### src/rtl/svpwm_pkg.sv
// Package: payload words, register indexes, constants and the sector lookup for the SVPWM core.
package svpwm_pkg;

    // Width of the duty outputs; saturation follows from it
    localparam int DATA_WIDTH = 16;

    // Configuration register indexes
    localparam int CFG_IDX_W = 2;
    localparam logic [CFG_IDX_W-1:0] REG_PWM_PERIOD = 2'd0;
    localparam logic [CFG_IDX_W-1:0] REG_DC_BUS     = 2'd1;

    // Register reset values
    localparam logic [15:0] PWM_PERIOD_RESET = 16'd1000;
    localparam logic [15:0] DC_BUS_RESET     = 16'd9216;

    // Q16 constants: sqrt3/2 and sqrt3
    localparam logic [16:0] K_SQRT3_2_Q16 = 17'd56756;
    localparam logic [16:0] K_SQRT3_Q16   = 17'd113512;

    // Sector codes
    localparam logic [2:0] SECTOR_NONE  = 3'd0;
    localparam logic [2:0] SECTOR_RESET = 3'd1;

    typedef struct packed {
        logic signed [15:0] u_alpha_in;
        logic signed [15:0] u_beta_in;
    } t_svpwm_in;

    typedef struct packed {
        logic signed [DATA_WIDTH-1:0] duty_a;
        logic signed [DATA_WIDTH-1:0] duty_b;
        logic signed [DATA_WIDTH-1:0] duty_c;
        logic [2:0]                   sector_out;
    } t_svpwm_out;

    // Map the sign pattern {u3>0, u2>0, u1>0} to a sector; no valid pattern gives SECTOR_NONE
    function automatic logic [2:0] code_to_sector(input logic [2:0] code);
        logic [2:0] sec;
        unique case (code)
            3'd1:    sec = 3'd2;
            3'd2:    sec = 3'd6;
            3'd3:    sec = 3'd1;
            3'd4:    sec = 3'd4;
            3'd5:    sec = 3'd3;
            3'd6:    sec = 3'd5;
            default: sec = SECTOR_NONE;
        endcase
        return sec;
    endfunction

endpackage

### src/rtl/svpwm_duty_generator_core.sv
// SVPWM duty generator: sector search, shared multiplier and bit-serial divider under one sequencer.
// Each word passes through two 33-step radix-2 divisions (one per active vector time), four multiplier
// passes, the sector step, two divider-load steps, the zero-time and duty steps, and the idle state that takes
// the word; no new word is taken before the result of the last has gone to the output register.
// The duty step waits while the output register is full.
// A new input word is taken while the previous result still waits in the output register.
// Reset (synchronous, active low): sequencer idle, output empty, held sector 1, period 1000,
// bus voltage 9216.
module svpwm_duty_generator_core
    import svpwm_pkg::*;
(
    input  logic                 i_clk,
    input  logic                 i_rst_n,
    // configuration write port
    input  logic                 i_cfg_we,
    input  logic [CFG_IDX_W-1:0] i_cfg_idx,
    input  logic [15:0]          i_cfg_wdata,
    // input channel
    input  logic                 i_in_valid,
    output logic                 o_in_ready,
    input  t_svpwm_in            i_in,
    // output channel
    output logic                 o_out_valid,
    input  logic                 i_out_ready,
    output t_svpwm_out           o_out
);

    localparam int MA_W  = 33;            // multiplier operand A
    localparam int MB_W  = 17;            // multiplier operand B
    localparam int PR_W  = MA_W + MB_W;   // product
    localparam int QW    = 33;            // quotient bits
    localparam int UW    = 18;            // signed u values
    localparam int TW    = 36;            // signed time sums
    localparam int CNT_W = $clog2(QW);
    localparam logic [CNT_W-1:0] DIV_LAST = CNT_W'(QW - 1);

    localparam logic signed [TW-1:0] SAT_HI =
        TW'((longint'(1) <<< (DATA_WIDTH - 1)) - longint'(1));
    localparam logic signed [TW-1:0] SAT_LO = -SAT_HI - TW'(1);

    typedef enum logic [3:0] {
        S_IDLE,
        S_MXA,
        S_MP,
        S_SECT,
        S_MA,
        S_MB,
        S_LD,
        S_DIV,
        S_T7,
        S_DUTY
    } t_state;

    t_state r_state;

    // configuration registers
    logic [15:0] r_period;
    logic [15:0] r_dc_bus;

    // datapath registers
    logic signed [15:0]    r_alpha;
    logic signed [15:0]    r_beta;
    logic [PR_W-1:0]       r_prod;
    logic signed [16:0]    r_xa;
    logic [MA_W-1:0]       r_p;
    logic signed [UW-1:0]  r_ua;
    logic signed [UW-1:0]  r_ub;
    logic [2:0]            r_sector;
    logic                  r_phase;
    logic                  r_neg;
    logic [QW-1:0]         r_dq;
    logic [15:0]           r_rem;
    logic [CNT_W-1:0]      r_cnt;
    logic signed [TW-1:0]  r_ta;
    logic signed [TW-1:0]  r_tb;
    logic signed [TW-1:0]  r_t7;
    logic                  r_out_valid;
    t_svpwm_out            r_out;

    // combinational signals
    logic [MA_W-1:0]       mul_a;
    logic [MB_W-1:0]       mul_b;
    logic [PR_W-1:0]       n_prod;
    logic signed [16:0]    alpha_ext;
    logic [16:0]           alpha_mag;
    logic signed [16:0]    xa_mag;
    logic signed [16:0]    n_xa;
    logic signed [16:0]    beta_ext;
    logic signed [16:0]    hb_adj;
    logic signed [16:0]    hb;
    logic signed [UW-1:0]  u1;
    logic signed [UW-1:0]  u2;
    logic signed [UW-1:0]  u3;
    logic [2:0]            sign_code;
    logic [2:0]            found_sector;
    logic [2:0]            n_sector;
    logic signed [UW-1:0]  n_ua;
    logic signed [UW-1:0]  n_ub;
    logic signed [UW-1:0]  ua_abs;
    logic signed [UW-1:0]  ub_abs;
    logic [15:0]           udc;
    logic [16:0]           rem_sh;
    logic [16:0]           rem_sub;
    logic                  q_bit;
    logic [QW-1:0]         n_dq;
    logic signed [TW-1:0]  t_mag;
    logic signed [TW-1:0]  n_t;
    logic signed [TW-1:0]  t_sum;
    logic signed [TW-1:0]  t_adj;
    logic signed [TW-1:0]  n_t7;
    logic signed [TW-1:0]  full_t;
    logic signed [TW-1:0]  part_t;
    logic signed [TW-1:0]  raw_a;
    logic signed [TW-1:0]  raw_b;
    logic signed [TW-1:0]  raw_c;
    logic                  out_free;

    function automatic logic signed [DATA_WIDTH-1:0] sat(input logic signed [TW-1:0] v);
        logic signed [TW-1:0] c;
        if (v > SAT_HI) begin
            c = SAT_HI;
        end else if (v < SAT_LO) begin
            c = SAT_LO;
        end else begin
            c = v;
        end
        return c[DATA_WIDTH-1:0];
    endfunction

    // Write configuration registers; unknown indexes are dropped
    always_ff @(posedge i_clk) begin
        if (!i_rst_n) begin
            r_period <= PWM_PERIOD_RESET;
            r_dc_bus <= DC_BUS_RESET;
        end else if (i_cfg_we) begin
            unique case (i_cfg_idx)
                REG_PWM_PERIOD: r_period <= i_cfg_wdata;
                REG_DC_BUS:     r_dc_bus <= i_cfg_wdata;
                default:        ;
            endcase
        end
    end

    // Select operands of the shared multiplier
    always_comb begin
        alpha_ext = {r_alpha[15], r_alpha};
        alpha_mag = alpha_ext[16] ? 17'(-alpha_ext) : 17'(alpha_ext);
        ua_abs    = r_ua[UW-1] ? -r_ua : r_ua;
        ub_abs    = r_ub[UW-1] ? -r_ub : r_ub;
        case (r_state)
            S_MXA: begin
                mul_a = MA_W'(alpha_mag);
                mul_b = K_SQRT3_2_Q16;
            end
            S_MP: begin
                mul_a = MA_W'(K_SQRT3_Q16);
                mul_b = {1'b0, r_period};
            end
            S_MB: begin
                mul_a = r_p;
                mul_b = ub_abs[MB_W-1:0];
            end
            default: begin
                mul_a = r_p;
                mul_b = ua_abs[MB_W-1:0];
            end
        endcase
        n_prod = PR_W'(mul_a) * PR_W'(mul_b);
    end

    // Form xa, u1..u3, the sector and the two u values that feed the vector times
    always_comb begin
        xa_mag    = $signed({1'b0, r_prod[31:16]});
        n_xa      = r_alpha[15] ? -xa_mag : xa_mag;
        beta_ext  = {r_beta[15], r_beta};
        hb_adj    = beta_ext + 17'(r_beta[15]);
        hb        = hb_adj >>> 1;
        u1        = UW'(beta_ext);
        u2        = UW'(r_xa) - UW'(hb);
        u3        = -UW'(r_xa) - UW'(hb);
        sign_code = {(!u3[UW-1] && (u3 != '0)),
                     (!u2[UW-1] && (u2 != '0)),
                     (!u1[UW-1] && (u1 != '0))};
        found_sector = code_to_sector(sign_code);
        n_sector  = (found_sector != SECTOR_NONE) ? found_sector : r_sector;
        case (n_sector)
            3'd1: begin
                n_ua = u2;
                n_ub = u1;
            end
            3'd2: begin
                n_ua = -u2;
                n_ub = -u3;
            end
            3'd3: begin
                n_ua = u1;
                n_ub = u3;
            end
            3'd4: begin
                n_ua = -u1;
                n_ub = -u2;
            end
            3'd5: begin
                n_ua = u3;
                n_ub = u2;
            end
            default: begin
                n_ua = -u3;
                n_ub = -u1;
            end
        endcase
    end

    // One restoring divider step: quotient bits shift in where dividend bits leave
    always_comb begin
        udc     = (r_dc_bus == '0) ? 16'd1 : r_dc_bus;
        rem_sh  = {r_rem, r_dq[QW-1]};
        rem_sub = rem_sh - {1'b0, udc};
        q_bit   = (rem_sh >= {1'b0, udc});
        n_dq    = {r_dq[QW-2:0], q_bit};
        t_mag   = TW'({1'b0, n_dq});
        n_t     = r_neg ? -t_mag : t_mag;
    end

    // Zero time and the three channel times
    always_comb begin
        t_sum  = TW'({1'b0, r_period}) - r_ta - r_tb;
        t_adj  = t_sum + TW'(t_sum[TW-1]);
        n_t7   = t_adj >>> 1;
        full_t = r_ta + r_tb + r_t7;
        part_t = r_tb + r_t7;
        case (r_sector)
            3'd1: begin
                raw_a = full_t;
                raw_b = part_t;
                raw_c = r_t7;
            end
            3'd2: begin
                raw_a = part_t;
                raw_b = full_t;
                raw_c = r_t7;
            end
            3'd3: begin
                raw_a = r_t7;
                raw_b = full_t;
                raw_c = part_t;
            end
            3'd4: begin
                raw_a = r_t7;
                raw_b = part_t;
                raw_c = full_t;
            end
            3'd5: begin
                raw_a = part_t;
                raw_b = r_t7;
                raw_c = full_t;
            end
            default: begin
                raw_a = full_t;
                raw_b = r_t7;
                raw_c = part_t;
            end
        endcase
        out_free = !r_out_valid || i_out_ready;
    end

    // Sequencer, datapath registers and output register
    always_ff @(posedge i_clk) begin
        if (!i_rst_n) begin
            r_state     <= S_IDLE;
            r_sector    <= SECTOR_RESET;
            r_phase     <= 1'b0;
            r_out_valid <= 1'b0;
            r_cnt       <= '0;
        end else begin
            // drop the result word once taken, unless a new one replaces it now
            if (r_out_valid && i_out_ready && (r_state != S_DUTY)) begin
                r_out_valid <= 1'b0;
            end
            unique case (r_state)
                S_IDLE: begin
                    if (i_in_valid) begin
                        r_alpha <= i_in.u_alpha_in;
                        r_beta  <= i_in.u_beta_in;
                        r_phase <= 1'b0;
                        r_state <= S_MXA;
                    end
                end
                S_MXA: begin
                    r_prod  <= n_prod;
                    r_state <= S_MP;
                end
                S_MP: begin
                    r_xa    <= n_xa;
                    r_prod  <= n_prod;
                    r_state <= S_SECT;
                end
                S_SECT: begin
                    r_p      <= r_prod[MA_W-1:0];
                    r_ua     <= n_ua;
                    r_ub     <= n_ub;
                    r_sector <= n_sector;
                    r_state  <= S_MA;
                end
                S_MA, S_MB: begin
                    r_prod  <= n_prod;
                    r_state <= S_LD;
                end
                S_LD: begin
                    // divide K*Ts*|u| / 65536 by the bus voltage
                    r_dq    <= r_prod[QW+15:16];
                    r_rem   <= '0;
                    r_cnt   <= '0;
                    r_neg   <= r_phase ? r_ub[UW-1] : r_ua[UW-1];
                    r_state <= S_DIV;
                end
                S_DIV: begin
                    r_dq  <= n_dq;
                    r_rem <= q_bit ? rem_sub[15:0] : rem_sh[15:0];
                    r_cnt <= r_cnt + CNT_W'(1);
                    if (r_cnt == DIV_LAST) begin
                        if (!r_phase) begin
                            r_ta    <= n_t;
                            r_phase <= 1'b1;
                            r_state <= S_MB;
                        end else begin
                            r_tb    <= n_t;
                            r_state <= S_T7;
                        end
                    end
                end
                S_T7: begin
                    r_t7    <= n_t7;
                    r_state <= S_DUTY;
                end
                S_DUTY: begin
                    // hold until the output register is free
                    if (out_free) begin
                        r_out.duty_a     <= sat(raw_a);
                        r_out.duty_b     <= sat(raw_b);
                        r_out.duty_c     <= sat(raw_c);
                        r_out.sector_out <= r_sector;
                        r_out_valid      <= 1'b1;
                        r_state          <= S_IDLE;
                    end
                end
                default: begin
                    r_state <= S_IDLE;
                end
            endcase
        end
    end

    assign o_in_ready  = (r_state == S_IDLE);
    assign o_out_valid = r_out_valid;
    assign o_out       = r_out;

endmodule

### config.mk
export PLATFORM = sky130hd
export DESIGN_NAME = svpwm_duty_generator_core
export DESIGN_NICKNAME = d
export VERILOG_FILES = /design/src/rtl/svpwm_pkg.sv /design/src/rtl/svpwm_duty_generator_core.sv
export SDC_FILE = /design/constraint.sdc
export NUM_CORES = 2
export LEC_CHECK = 0
export ABC_AREA = 1
export BUFFER_PORTS_ARGS = -buffer_cell sky130_fd_sc_hd__buf_2
export CORE_AREA = 4 4 344 346
export CTS_CLUSTER_SIZE = 8
export DETAILED_ROUTE_END_ITERATION = 10
export DIE_AREA = 0 0 348 350
export PLACE_DENSITY_LB_ADDON = 0.12
export SLEW_MARGIN = 20
export SYNTH_ARGS = -nofsm -noshare
export SYNTH_HDL_FRONTEND = slang
export SYNTH_SLANG_ARGS = --single-unit
### constraint.sdc
create_clock -name i_clk -period 24.8 [get_ports i_clk]
set_clock_uncertainty 0.15 [all_clocks]
set_input_delay 6.2 -clock i_clk [delete_from_list [all_inputs] [get_ports i_clk]]
set_output_delay 6.2 -clock i_clk [all_outputs]
set_load 0.01 [all_outputs]
# ---- After elaboration in Yosys (flattened, before gate mapping)
# Index checks and enable logic that the tools add are counted.
dict set report word_totals {
  reg_bits 422
  input_bits 55
  output_inout_bits 53
  word_cells 160
}
dict set report op_classes {
  add_sub_neg 20
  multipliers 1
  magnitude_cmp 7
  eq_ne 31
  mux 34
  bitwise_logic 1
  reduce_logical 41
}
# operator n
set op_table {}
lappend op_table {{$pmux 36 s2} 3}
lappend op_table {{$pmux 18 s5} 2}
lappend op_table {{$pmux 33 s2} 2}
lappend op_table {{$gt 36x16->1 const B} 3}
lappend op_table {{$lt 36x16->1 const B} 3}
lappend op_table {{$mux 16} 6}
lappend op_table {{$add 36x35->36} 2}
lappend op_table {{$reduce_bool 18->1} 3}
lappend op_table {{$mux 17} 3}
lappend op_table {{$pmux 17 s3} 1}
lappend op_table {{$mul 33x17->49} 1}
lappend op_table {{$add 36x1->36} 1}
lappend op_table {{$add 36x36->36} 1}
lappend op_table {{$mux 36} 1}
lappend op_table {{$neg 18->18} 2}
lappend op_table {{$neg 33->36} 1}
lappend op_table {{$pmux 4 s9} 1}
lappend op_table {{$sub 16x36->36} 1}
lappend op_table {{$sub 36x36->36} 1}
lappend op_table {{$neg 16->17} 2}
lappend op_table {{$neg 17->17} 2}
lappend op_table {{$pmux 16 s2} 1}
lappend op_table {{$eq 3x3->1 const B} 7}
lappend op_table {{$eq 3x2->1 const B} 6}
lappend op_table {{other kinds (37)} 79}

# ---- Logic depth before layout (Yosys ltp)
dict set report depth {
  ltp_word 10
  ltp_mapped 40
  depth_no_buf 39
}

# ---- Worst setup path before layout
# OpenSTA, ideal clock, no wires.
dict set report synth_timing {
  path_kind {input to register}
  from {input port i_rst_n}
  to {register r_out, in the netlist o_out[0] (enable)}
  setup_ns 0.522
  arrival_ns 10.217
  required_time_ns 24.128
  setup_slack_ns 13.910
  path_stages 4
  path_buffers 2
  cell_sequence {clkbuf_1 > inv_1 > clkbuf_1 > nor3_1}
}
dict set report synth_via {
  elab_chain_cells 1
}
# element line
set synth_rtl {}
lappend synth_rtl {{start: declaration} svpwm_duty_generator_core.sv:13} ;# input logic i_rst_n,
lappend synth_rtl {{$reduce_and 3->1 (no line)} n/a}
lappend synth_rtl {{end: declaration} svpwm_duty_generator_core.sv:78} ;# t_svpwm_out r_out;
# No other way between the ends.
# A chain may end at the register's enable or synchronous reset.

# ---- Worst setup path in the final report
dict set report layout_timing {
  from {register r_state[1]}
  to {register r_prod[41], data pin}
}
dict set report layout_via {
  elab_chain_cells 3
  word_cells_on_any_way 6
  classes_between {mul: 1; eq/ne: 3; mux: 2}
}
# element line
set layout_rtl {}
lappend layout_rtl {{start: declaration} svpwm_duty_generator_core.sv:54} ;# t_state r_state;
lappend layout_rtl {{start signal: assignment} svpwm_duty_generator_core.sv:270} ;# r_state <= S_IDLE;
lappend layout_rtl {{start signal: assignment} svpwm_duty_generator_core.sv:286} ;# r_state <= S_MXA;
lappend layout_rtl {{start signal: assignment} svpwm_duty_generator_core.sv:291} ;# r_state <= S_MP;
lappend layout_rtl {{$eq 4x3->1, or another cell as far along} svpwm_duty_generator_core.sv:150} ;# case (r_state)
lappend layout_rtl {{$pmux 17 s3 / $pmux 33 s2 (equally long branches)} svpwm_duty_generator_core.sv:150}
lappend layout_rtl {{$mul 33x17->49 *} svpwm_duty_generator_core.sv:168} ;# n_prod = PR_W'(mul_a) * PR_W'(mul_b);
lappend layout_rtl {{net n_prod[41]} svpwm_duty_generator_core.sv:83} ;# logic [PR_W-1:0] n_prod;
lappend layout_rtl {{end signal: assignment} svpwm_duty_generator_core.sv:290} ;# r_prod <= n_prod;
lappend layout_rtl {{end signal: assignment} svpwm_duty_generator_core.sv:295} ;# r_prod <= n_prod;
lappend layout_rtl {{end signal: assignment} svpwm_duty_generator_core.sv:306} ;# r_prod <= n_prod;
lappend layout_rtl {{end: declaration} svpwm_duty_generator_core.sv:63} ;# logic [PR_W-1:0] r_prod;
# The timed path passes the listed nets; every way through them passes the cells marked *.

==> out/metrics.yaml <==
synth-seq-cells: 422
final_nets: 7733
worstSetupStartpointType: "flop"
netlist.area_leader.share_pct: 21.8
die_y_um: 350
cts_root_buf: "clkbuf_16"
hold_path.class: "flop to flop"
grt_pass1_wl_um: 263000
hpwl_um: 138000
rows: 125
crit_type: "flop to flop"
dr.pass1.iters: 6
yosysWarnings: 0
synth_edf_count: 375
dr_total_vias: 45080
slew_headroom_pct: 24.1
core_um2: 115000
cp.arrival_ns: 10.78
ctsHoldBuffers: 0
dieArea_um2: 122000
cts_buffers: 66
slowest_stage: "clkinv_1"
status: "completed"
maxCapViolCount: 0
crit_family: "adder cells"
fp.dieW_um: 348
syn_inst: 6797
seq_area_frac_synth_pct: 23.7
diodes: 0
fmax_mhz: 94.6
drive_gt1_share_pct: 4.83
clk_path_buf_depth: 3
setup_violations: 0
clkTransAtPathRegs_ns: 0.05
yosysUniqueCellTypes: 61
drc: 0
end_kind: "flop"
worst_path_most_repeated_cell: "inv_1"
slew_viol_final: 0
initial_utilization_pct: 44.7
postSynthAreaPerCell_um2: 7.58
routabilityCongestion: 0.952
finalWirelength_um: 171000
synth-async-reset-ratio_pct: 0
instances_no_fill: 8397
viasPerCell: 5.37
port-buffer-count: 107
hold_viol_final: 0
synth_top_area_cell: "edfxtp_1"
required_ns: 25.01
rsz0062_at_grt: "false"
grt_max_degree: 75
cts_tree: "built"
grt_usage_pct: 28.0
final_cell_mix: "1668 x nand2_1, 1268 x inv_1, 622 x nor2_1, 519 x fa_1, 399 x nand3_1"
grt_antenna_before_repair: 5
grt_pass1_vias: 45323
synth_flop_cell: "edfxtp_1"
drt_first_iter_violations: 3681
min_period_over_period_pct: 42.6
ys_top_cells_by_area: "edfxtp_1 22%, fa_1 20%, nand2_1 12%, inv_1 9.2%, ha_1 7.9%"
cpPeakStageDelay_ns: 0.98
ant_nets: 0
cts_setup_buffers: 0
final_common_cell: "nand2_1"
wl_per_cell_um: 20.3
finalCriticalPeriod_ns: 10.57
tns_ns: 0
clk_latency_ns: 0.65
area_growth_pct: 8.21
critPathBufInv: 9
htree_num_levels: 3
dp.cells: 8289
overflow: 0
syn_area_um2: 51600
post_cts_resized: 0
synth_nets: 7697
tightest_slew_ns: 1.13
crit_fanout: 26
clock_sinks: 422
io_pins: 108
per-layer routing:
| layer | global-route usage [%] | vias to the layer above | share of wire, % |
|---|---|---|---|
| li1 | - | 21511 | - |
| met1 | 35.0 | 21778 | 41 |
| met2 | 48.7 | 1433 | 48 |
| met3 | 4.03 | 356 | 5.7 |
| met4 | 11.9 | 2 | 4.7 |
| met5 | 0 | - | 0.0076 |
path summary, 6_finish.rpt:
kind / startpoint / end / slack [ns] / depth (start not counted)
setup / recovery: r_state[1] / r_prod[41] / 14.23 / 35
hold / removal: r_prod[10] / r_p[10] / 0.27 / 0
setup reg to reg: r_state[1] / r_prod[41] / 14.23 / 35
hold reg to reg: r_prod[10] / r_p[10] / 0.27 / 0
sequential cells by signal, indices dropped and copies added, names as in the netlist, 3 cells and up:
register and count:
o_out 51, r_alpha 16, r_beta 16, r_cnt 6, r_dc_bus 16, r_dq 33
r_p 33, r_period 16, r_prod 49, r_rem 16, r_sector 3, r_state 4
r_t7 35, r_ta 36, r_tb 36, r_ua 18, r_ub 18, r_xa 17
kinds of logic (layout without fill, tap and decap cells):
logic type | Yosys count | after routing | synth area share (%)
AND/OR/NAND/NOR | 2987 | 2987 | 24.1
buffers and inverters | 1493 | 1569 | 11.0
adder cells (fa/ha/maj) | 845 | 845 | 28.1
AO/OA/AOI/OAI | 786 | 786 | 8.57
flip-flops | 422 | 422 | 23.7
XOR/XNOR | 264 | 264 | 4.54
cell type report:
type,instances,area (um^2)
repair buffers,163,956
clock buffers,94,1790
flip-flops and latches,422,12200
well taps,1524,1910
multi-input cells,4882,33700
clock inverters,14,320
inverters,1298,4870
fillers,11627,59600
Yosys cell counts (9+ instances only):
| cell type | count |
|---|---|
| a21o_1 | 21 |
| o31ai_1 | 9 |
| a21boi_0 | 11 |
| o21ai_0 | 280 |
| nand4_1 | 87 |
| buf_1 | 13 |
| o21ai_1 | 12 |
| xor2_1 | 193 |
| nand3_1 | 399 |
| xnor2_1 | 67 |
| ha_1 | 326 |
| nand3b_1 | 27 |
| o22ai_1 | 10 |
| nor2_1 | 631 |
| nand2_1 | 1669 |
| nor3_1 | 90 |
| or2_2 | 23 |
| nor4_1 | 17 |
| edfxtp_1 | 375 |
| o211ai_1 | 33 |
| fa_1 | 519 |
| clkinv_1 | 14 |
| o21a_1 | 20 |
| and2_1 | 14 |
| buf_2 | 31 |
| a22oi_1 | 12 |
| inv_2 | 14 |
| dfxtp_1 | 47 |
| a21oi_1 | 301 |
| clkbuf_1 | 143 |
| o21bai_1 | 21 |
| inv_1 | 1269 |
| a31oi_1 | 23 |
worst reg2reg max path, delay by kind of cell, from the launching register on:
family                     cells  cell delay [ns]
AOI/OAI and AO/OA             10             2.64
xor gates and xnor gates       1             0.15
DFF                            1             0.40
buffers and inverters          9             2.15
and+or+nand+nor                8             2.01
adders and majority gates      7             2.75
per-stage QoR:
stage	hold WS (ns)	setup WS, ns	util [%]	cell area (um^2)
CTS	0.266	14.32	48.3	55800
floorplan	0.250	13.91	-	51600
global route	0.271	13.45	48.3	55800
detailed placement	0.255	14.38	46.5	53700
global placement	0.252	14.49	46.5	53700
finish	0.267	14.23	48.3	55800
Power is left out: the tool's default activity adds up to more than one toggle a clock period on the data nets, which glitch-free logic cannot reach.
